<file path="config.mk">
export PLATFORM = sky130hd
export DESIGN_NAME = int8_matmul_requant_clamp_unit
export DESIGN_NICKNAME = d
export VERILOG_FILES = /design/src/rtl/imrc_pkg.sv /design/src/rtl/imrc_ram.sv /design/src/rtl/imrc_ctrl.sv /design/src/rtl/imrc_dp.sv /design/src/rtl/int8_matmul_requant_clamp_unit.sv
export SDC_FILE = /design/constraint.sdc
export NUM_CORES = 2
export LEC_CHECK = 0
export ABC_CLOCK_PERIOD_IN_PS = 6700
export BUFFER_PORTS_ARGS = -buffer_cell sky130_fd_sc_hd__buf_2
export CORE_UTILIZATION = 30
export CTS_CLUSTER_DIAMETER = 150
export DETAILED_ROUTE_END_ITERATION = 10
export SLEW_MARGIN = 40
export SYNTH_ARGS = -nofsm -noshare
export SYNTH_HDL_FRONTEND = slang
export SYNTH_SLANG_ARGS = --single-unit
</file>
<file path="constraint.sdc">
create_clock -name clk -period 6.7 [get_ports clk]
set_clock_uncertainty 0.15 [all_clocks]
set_input_delay 0.335 -clock clk [delete_from_list [all_inputs] [get_ports clk]]
set_output_delay 0.335 -clock clk [all_outputs]
set_load 0.05 [all_outputs]
</file>
<file path="src/rtl/imrc_pkg.sv">
package imrc_pkg;

  // Input modes.
  localparam logic [1:0] MODE_WR_A = 2'd0;
  localparam logic [1:0] MODE_WR_B = 2'd1;
  localparam logic [1:0] MODE_CALC = 2'd2;

  // Configuration register indexes.
  localparam logic [1:0] CFG_ROWS_A    = 2'd0;
  localparam logic [1:0] CFG_INNER_LEN = 2'd1;
  localparam logic [1:0] CFG_COLS_B    = 2'd2;
  localparam logic [1:0] CFG_OUT_SHIFT = 2'd3;

  // Configuration reset values.
  localparam logic [4:0] ROWS_A_RST    = 5'd16;
  localparam logic [4:0] INNER_LEN_RST = 5'd16;
  localparam logic [4:0] COLS_B_RST    = 5'd16;
  localparam logic [4:0] OUT_SHIFT_RST = 5'd8;

  localparam int REG_W = 5;
  localparam int SUM_W = 20;
  // Up to 31 terms of 128 * 255 fit in 21 signed bits.
  localparam int ACC_W = 21;
  localparam logic [7:0] BYTE_MAX = 8'd255;

  typedef enum logic [1:0] {
    ST_IDLE,
    ST_ISSUE,
    ST_DRAIN,
    ST_DONE
  } ctrl_state_t;

  typedef struct packed {
    logic wr_a;
    logic wr_b;
    logic start;
    logic issue;
    logic finish;
  } cmd_t;

  typedef struct packed {
    logic req_bad;
    logic req_empty;
    logic last_issue;
    logic out_free;
  } status_t;

endpackage

</file>
<file path="src/rtl/imrc_ram.sv">
module imrc_ram #(
  parameter int WIDTH = 8,
  parameter int DEPTH = 256
) (
  input  logic                                     clk,
  input  logic                                     we,
  input  logic [(DEPTH > 1 ? $clog2(DEPTH) : 1)-1:0] waddr,
  input  logic [WIDTH-1:0]                         wdata,
  input  logic [(DEPTH > 1 ? $clog2(DEPTH) : 1)-1:0] raddr,
  output logic [WIDTH-1:0]                         rdata
);

  logic [WIDTH-1:0] mem [DEPTH];

  always_ff @(posedge clk) begin
    if (we) begin
      mem[waddr] <= wdata;
    end
    rdata <= mem[raddr];
  end

endmodule

</file>
<file path="src/rtl/imrc_ctrl.sv">
module imrc_ctrl (
  input  logic               clk,
  input  logic               rst,
  input  logic               in_valid,
  input  logic [1:0]         mode,
  output logic               in_ready,
  input  imrc_pkg::status_t  status,
  output imrc_pkg::cmd_t     cmd
);

  import imrc_pkg::*;

  ctrl_state_t state;
  ctrl_state_t state_next;

  always_ff @(posedge clk) begin
    if (rst) begin
      state <= ST_IDLE;
    end else begin
      state <= state_next;
    end
  end

  always_comb begin
    state_next = state;
    cmd        = '0;
    in_ready   = 1'b0;
    unique case (state)
      ST_IDLE: begin
        in_ready = 1'b1;
        if (in_valid) begin
          unique case (mode)
            MODE_WR_A: cmd.wr_a = 1'b1;
            MODE_WR_B: cmd.wr_b = 1'b1;
            MODE_CALC: begin
              cmd.start = 1'b1;
              // Nothing to read for a bad request or an empty sum.
              if (status.req_bad || status.req_empty) begin
                state_next = ST_DRAIN;
              end else begin
                state_next = ST_ISSUE;
              end
            end
            default: ;
          endcase
        end
      end
      ST_ISSUE: begin
        cmd.issue = 1'b1;
        if (status.last_issue) begin
          state_next = ST_DRAIN;
        end
      end
      ST_DRAIN: begin
        state_next = ST_DONE;
      end
      ST_DONE: begin
        if (status.out_free) begin
          cmd.finish = 1'b1;
          state_next = ST_IDLE;
        end
      end
      default: state_next = ST_IDLE;
    endcase
  end

endmodule

</file>
<file path="src/rtl/imrc_dp.sv">
module imrc_dp #(
  parameter int DIM = 16
) (
  input  logic                        clk,
  input  logic                        rst,
  input  imrc_pkg::cmd_t              cmd,
  output imrc_pkg::status_t           status,
  input  logic [3:0]                  row,
  input  logic [3:0]                  col,
  input  logic [7:0]                  elem_value,
  input  logic                        cfg_we,
  input  logic [1:0]                  cfg_index,
  input  logic [imrc_pkg::REG_W-1:0]  cfg_data,
  output logic                        out_valid,
  input  logic                        out_ready,
  output logic [7:0]                  out_byte,
  output logic signed [imrc_pkg::SUM_W-1:0] dot_sum,
  output logic                        range_error
);

  import imrc_pkg::*;

  localparam int DEPTH = DIM * DIM;
  localparam int AW = DEPTH > 1 ? $clog2(DEPTH) : 1;

  function automatic logic [6:0] cap_dim(input logic [REG_W-1:0] v);
    logic [6:0] r;
    r = (7'(v) > 7'(DIM)) ? 7'(DIM) : 7'(v);
    return r;
  endfunction

  logic [REG_W-1:0] rows_a;
  logic [REG_W-1:0] inner_len;
  logic [REG_W-1:0] cols_b;
  logic [REG_W-1:0] out_shift;

  logic [3:0]       req_row;
  logic [3:0]       req_col;
  logic [REG_W-1:0] term_cnt;
  logic [REG_W-1:0] term_idx;
  logic             req_err;
  logic             rd_valid;
  logic signed [ACC_W-1:0] acc;

  logic [REG_W-1:0] n_cap;
  logic             wr_ok;
  logic [AW-1:0]    wr_addr;
  logic [AW-1:0]    a_raddr;
  logic [AW-1:0]    b_raddr;
  logic [7:0]       a_rdata;
  logic [7:0]       b_rdata;
  logic signed [16:0] prod;
  logic [ACC_W-1:0] shifted;
  logic [7:0]       byte_val;

  always_ff @(posedge clk) begin
    if (rst) begin
      rows_a    <= ROWS_A_RST;
      inner_len <= INNER_LEN_RST;
      cols_b    <= COLS_B_RST;
      out_shift <= OUT_SHIFT_RST;
    end else if (cfg_we) begin
      unique case (cfg_index)
        CFG_ROWS_A:    rows_a    <= cfg_data;
        CFG_INNER_LEN: inner_len <= cfg_data;
        CFG_COLS_B:    cols_b    <= cfg_data;
        CFG_OUT_SHIFT: out_shift <= cfg_data;
        default: ;
      endcase
    end
  end

  // Request checks on the word at the input.
  assign n_cap = REG_W'(cap_dim(inner_len));
  assign status.req_bad = (7'(row) >= cap_dim(rows_a)) || (7'(col) >= cap_dim(cols_b));
  assign status.req_empty = (n_cap == '0);
  assign status.last_issue = (term_idx == term_cnt - 1'b1);
  assign status.out_free = !out_valid || out_ready;

  assign wr_ok   = (7'(row) < 7'(DIM)) && (7'(col) < 7'(DIM));
  assign wr_addr = AW'(int'(row) * DIM + int'(col));
  assign a_raddr = AW'(int'(req_row) * DIM + int'(term_idx));
  assign b_raddr = AW'(int'(term_idx) * DIM + int'(req_col));

  imrc_ram #(
    .WIDTH(8),
    .DEPTH(DEPTH)
  ) u_a_ram (
    .clk   (clk),
    .we    (cmd.wr_a && wr_ok),
    .waddr (wr_addr),
    .wdata (elem_value),
    .raddr (a_raddr),
    .rdata (a_rdata)
  );

  imrc_ram #(
    .WIDTH(8),
    .DEPTH(DEPTH)
  ) u_b_ram (
    .clk   (clk),
    .we    (cmd.wr_b && wr_ok),
    .waddr (wr_addr),
    .wdata (elem_value),
    .raddr (b_raddr),
    .rdata (b_rdata)
  );

  always_ff @(posedge clk) begin
    if (rst) begin
      rd_valid <= 1'b0;
    end else begin
      rd_valid <= cmd.issue;
    end
  end

  // A is signed, B is unsigned: B gets a zero sign bit.
  assign prod = $signed(a_rdata) * $signed({1'b0, b_rdata});

  always_ff @(posedge clk) begin
    if (cmd.start) begin
      req_row  <= row;
      req_col  <= col;
      term_cnt <= n_cap;
      req_err  <= status.req_bad;
      term_idx <= '0;
      acc      <= '0;
    end else begin
      if (cmd.issue) begin
        term_idx <= term_idx + 1'b1;
      end
      if (rd_valid) begin
        acc <= acc + ACC_W'(prod);
      end
    end
  end

  assign shifted = ACC_W'(acc >>> out_shift);

  always_comb begin
    if (req_err || acc <= 0) begin
      byte_val = '0;
    end else if (shifted > ACC_W'(BYTE_MAX)) begin
      byte_val = BYTE_MAX;
    end else begin
      byte_val = shifted[7:0];
    end
  end

  always_ff @(posedge clk) begin
    if (rst) begin
      out_valid <= 1'b0;
    end else if (cmd.finish) begin
      out_valid <= 1'b1;
    end else if (out_ready) begin
      out_valid <= 1'b0;
    end
  end

  always_ff @(posedge clk) begin
    if (cmd.finish) begin
      out_byte    <= byte_val;
      dot_sum     <= req_err ? '0 : acc[SUM_W-1:0];
      range_error <= req_err;
    end
  end

endmodule

</file>
<file path="src/rtl/int8_matmul_requant_clamp_unit.sv">
// Matrix element writes (modes 0 and 1) leave the unit idle and ready for the next word.
// A result request reads each term of the capped inner length, then drains the last
// product: one multiply-accumulate per cycle on one read port per store. The result
// register loads once the output is free; bad or empty requests skip the reads.
// Synchronous reset clears control and output valid and restores the size and shift registers.
// Matrix stores are not cleared and read undefined until written.
module int8_matmul_requant_clamp_unit #(
  parameter int DIM = 16
) (
  input  logic                               clk,
  input  logic                               rst,
  input  logic                               in_valid,
  output logic                               in_ready,
  input  logic [1:0]                         mode,
  input  logic [3:0]                         row,
  input  logic [3:0]                         col,
  input  logic [7:0]                         elem_value,
  output logic                               out_valid,
  input  logic                               out_ready,
  output logic [7:0]                         out_byte,
  output logic signed [imrc_pkg::SUM_W-1:0]  dot_sum,
  output logic                               range_error,
  input  logic                               cfg_we,
  input  logic [1:0]                         cfg_index,
  input  logic [imrc_pkg::REG_W-1:0]         cfg_data
);

  import imrc_pkg::*;

  cmd_t    cmd;
  status_t status;

  imrc_ctrl u_ctrl (
    .clk      (clk),
    .rst      (rst),
    .in_valid (in_valid),
    .mode     (mode),
    .in_ready (in_ready),
    .status   (status),
    .cmd      (cmd)
  );

  imrc_dp #(
    .DIM(DIM)
  ) u_dp (
    .clk         (clk),
    .rst         (rst),
    .cmd         (cmd),
    .status      (status),
    .row         (row),
    .col         (col),
    .elem_value  (elem_value),
    .cfg_we      (cfg_we),
    .cfg_index   (cfg_index),
    .cfg_data    (cfg_data),
    .out_valid   (out_valid),
    .out_ready   (out_ready),
    .out_byte    (out_byte),
    .dot_sum     (dot_sum),
    .range_error (range_error)
  );

endmodule
</file>
==> impl_metrics.py <==
metrics = {
    "yosys": {
        "synth_cells": 7601,
        "synth_ff_type": "edfxtp_1",
        "yosysUniqueCellTypes": 58,
        "avgSynthCellArea_um2": 21.7,
        "async_flop_share_pct": 0,
        "ys_seq_elements": 4205,
        "synth_nets": 7763,
        "synth-seq-area-share_pct": 76.1,
        "synth_edf_count": 4139,
        "yosys_warnings": 0,
        "synth_area_um2": 165000,
    },
    "placement": {
        "io_buffers": 60,
        "dp.final_hpwl_mm": 248,
        "placed_area_um2": 174000,
        "place_congestion": 0.831,
    },
    "grt": {
        "overflow": 0,
        "grt_pass1_wl_mm": 593,
        "grt_usage_pct": 14.5,
        "grt_start_max_net_pins": 194,
        "antenna_found_initial": 42,
        "grt_pass1_vias": 81086,
    },
    "setup_path": {
        "cp_max_fo": 15,
        "crit_path_start": "u_dp.u_a_ram.rdata[7]",
        "end_kind": "register",
        "worstSetupPathType": "reg2reg",
        "crit_top_cell": "fa_1",
        "crit_slowest_cell": "dfxtp_1",
        "crit_required_ns": 7.44,
        "crit_arrival_ns": 6.34,
        "r2r_start": "u_dp.u_a_ram.rdata[7]",
        "rrSetupSlack_ns": 1.10,
        "cp.buffers_inverters": 2,
        "cp-endpoint": "u_dp.acc[14]",
        "cp_num_cells": 15,
        "critical_path.top_delay_family": "adder cells",
        "r2r-end": "u_dp.acc[14]",
        "reg2reg_depth": 15,
        "cpPeakStageDelay_ns": 0.76,
        "path_cells": "fa_1 > inv_1 > fa_1 > fa_1 > fa_1 > inv_1 > fa_1 > ha_1 > o21ai_0 > o21ai_0 > o2111ai_1 > a21boi_0 > o21ai_0 > or4b_2 > nand3_1",
        "start_kind": "register",
    },
    "layout": {
        "final_cell_area_um2": 189000,
        "drive_above_1_share_pct": 26.7,
        "areaGrowthSynthToFinish_pct": 14.4,
        "nets": 8011,
        "postLayoutCoreUtil_pct": 34.4,
    },
    "sta": {
        "worstMarginPinSlew_ns": 0.918,
        "rsz0062_at_grt": "no",
        "finalMaxSlewViolations": 0,
        "setup_viol": 0,
        "slew_headroom_pct": 38.8,
        "period_minus_slack_ns": 5.60,
        "fmax_mhz": 179,
        "finalHoldViolations": 0,
        "fin_crit_sh_pct": 83.6,
        "tns_ns": 0,
    },
    "drt": {
        "drt_wl_total_mm": 413,
        "drtIter0Drc": 9613,
        "via_count": 79034,
        "antenna_left": 0,
        "vias_per_cell": 5.11,
        "firstDrtPassIters": 8,
        "drc_errors": 0,
        "routedWlPerCell_um": 26.7,
    },
    "power_and_ir_drop": {
        "power_frac_seq_pct": 42.7,
        "combPwrFrac_pct": 24.3,
        "power.switching_w": 0.0196,
        "p_sw_share_pct": 28.5,
        "p_int_w": 0.0494,
        "clockPowerShare_pct": 33.0,
        "p_leak_nw": 56.7,
        "irDropWorstVdd_mv": 0.884,
        "powerDensity_nw_per_um2": 366,
    },
    "cts": {
        "root_buffer": "clkbuf_16",
        "cts_inserted_buffers": 403,
        "insertion_delay_ns": 0.96,
        "clkTransAtPathRegs_ns": 0.06,
        "htreeDepth": 5,
        "cts.sinks": 4205,
        "cts_tree": "built",
        "clk_path_buf_depth": 4,
        "cts_hold_buf": 38,
        "post_cts_buffers": 0,
        "post_cts_resized": 0,
    },
    "die": {
        "die-area_um2": 553000,
        "die_x_um": 744,
        "std_cell_rows": 272,
        "io_pins": 61,
        "start_util_pct": 30.1,
        "die_h_um": 744,
        "coreArea_um2": 548000,
    },
    "status": {
        "status": "completed",
    },
    "worst_hold_path": {
        "hold_path.class": "in2reg",
    },
    "flow_run": {
        "drv_cap": 0,
    },
}
[cell type report]
class                           instances  area (um2)
Fill cell                           50183      359000
Sequential cell                      4205      126000
Multi-Input combinational cell       2868       37500
Clock buffer                          490       10500
Tap cell                             7261        9080
Timing Repair Buffer                  284        3090
Clock inverter                        245        2570
Inverter                               87         327
Antenna cell                           14        35.0
[registers in the layout (all words and copies together), names as in the netlist]
register and flops:
u_dp.out_shift 5, u_dp.term_cnt 5, u_dp.dot_sum 20, u_dp.u_b_ram.rdata 8
u_dp.range_error 1, u_dp.u_a_ram.mem 2048, u_dp.req_row 4, u_dp.inner_len 5
u_dp.acc 21, u_dp.out_valid 1, u_dp.out_byte 8, u_ctrl.state 2
u_dp.u_a_ram.rdata 8, u_dp.req_err 1, u_dp.req_col 4, u_dp.term_idx 5
u_dp.rd_valid 1, u_dp.u_b_ram.mem 2048, u_dp.cols_b 5, u_dp.rows_a 5
[power groups by stage]
stage	Combinational (W)	Sequential (W)	Clock, W
after floorplan	0.0120	0.0298	0
after global placement	0.0167	0.0301	0
after detailed placement	0.0167	0.0300	0
after CTS	0.0169	0.0295	0.0231
after global routing	0.0183	0.0295	0.0240
final	0.0168	0.0294	0.0228
[layer usage]
layer	routed length [um]	vias to the layer above	GRT usage, %
li1	-	32416	-
met1	168000	42471	20.0
met2	197000	3426	23.5
met3	34000	707	2.72
met4	13800	14	4.51
met5	85	-	0
[Yosys cell counts, types with 16 or more instances]
master    instances  area (um2)
a22oi_1         146        1100
nor3_1           23         115
ha_1             80        1000
buf_2           121         606
clkbuf_1        227         852
dfxtp_1          66        1320
buf_6            21         236
o22ai_1          73         457
a221oi_1         68         596
o221ai_1         24         210
a22o_1           72         631
nand2b_1         20         125
a21oi_1          91         455
buf_1            20        75.1
nor2b_1          44         275
o21ai_0          31         155
fa_1             52        1040
mux2i_1          70         701
buf_4            46         345
inv_1            87         327
mux4_2         1150       25900
edfxtp_1       4139      124000
nand2_1          88         330
nand4_1          16         100
nor2_1          628        2360
and2_1           27         169
nand3_1          44         220
or4_1            18         135
[per-stage QoR]
| stage | hold WS, ns | power [W] | cells | setup slack (ns) |
|---|---|---|---|---|
| finish | 0.108 | 0.0690 | 15454 | 1.10 |
| global route | 0.113 | 0.0718 | 15441 | 0.574 |
| CTS | 0.0387 | 0.0694 | 15423 | 1.07 |
| detailed placement | 0.331 | 0.0468 | 14650 | 1.09 |
| global placement | 0.325 | 0.0468 | 14635 | 0.944 |
| floorplan | 0.284 | 0.0418 | 7601 | 1.68 |
[cell families after synthesis]
logic type	Yosys count	share of synthesized area, %
simple gates	936	2.44
buf+inv	528	1.55
compound gates	550	2.40
mux	1226	16.2
flops	4205	76.1
xor+xnor	24	0.132
fa+ha+maj	132	1.24
[worst min-delay path: stages]
cell	delay (ns)
buf_2	0.13
nor2b_1	0.11
nand3_1	0.40
nand3b_1	0.12
o21ai_0	0.06
[cell usage in the layout, fill, tap and decap left out, drive strengths merged, types with 14 or more instances in the layout]
cell type    instances
edfxtp            4139
mux4              1150
nor2               628
clkbuf             490
buf                246
clkinv             167
a22oi              146
inv                103
a21oi               91
nand2               88
ha                  80
o22ai               73
a22o                72
mux2i               70
a221oi              68
dfxtp               66
fa                  52
bufinv              46
nor2b               44
nand3               44
dlygate4sd3         38
o21ai               31
and2                27
o221ai              24
nor3                23
nand2b              20
or4                 18
nand4               16
clkinvlp            16
xnor2               15
diode               14
[worst min path at each step]
stage                         from         endpoint  slack (ns)  cells after the start
floorplan                   col[0]  u_dp.req_col[0]        0.28                      0
global placement    u_dp.cols_b[0]   u_dp.cols_b[0]        0.32                      2
detailed placement  u_dp.cols_b[3]   u_dp.cols_b[3]        0.33                      2
CTS                        mode[0]     u_dp.acc[15]        0.04                      5
global route               mode[0]     u_dp.acc[15]        0.11                      5
finish                     mode[0]     u_dp.acc[15]        0.11                      5
Note: power is estimated with default switching activity, not from simulation.
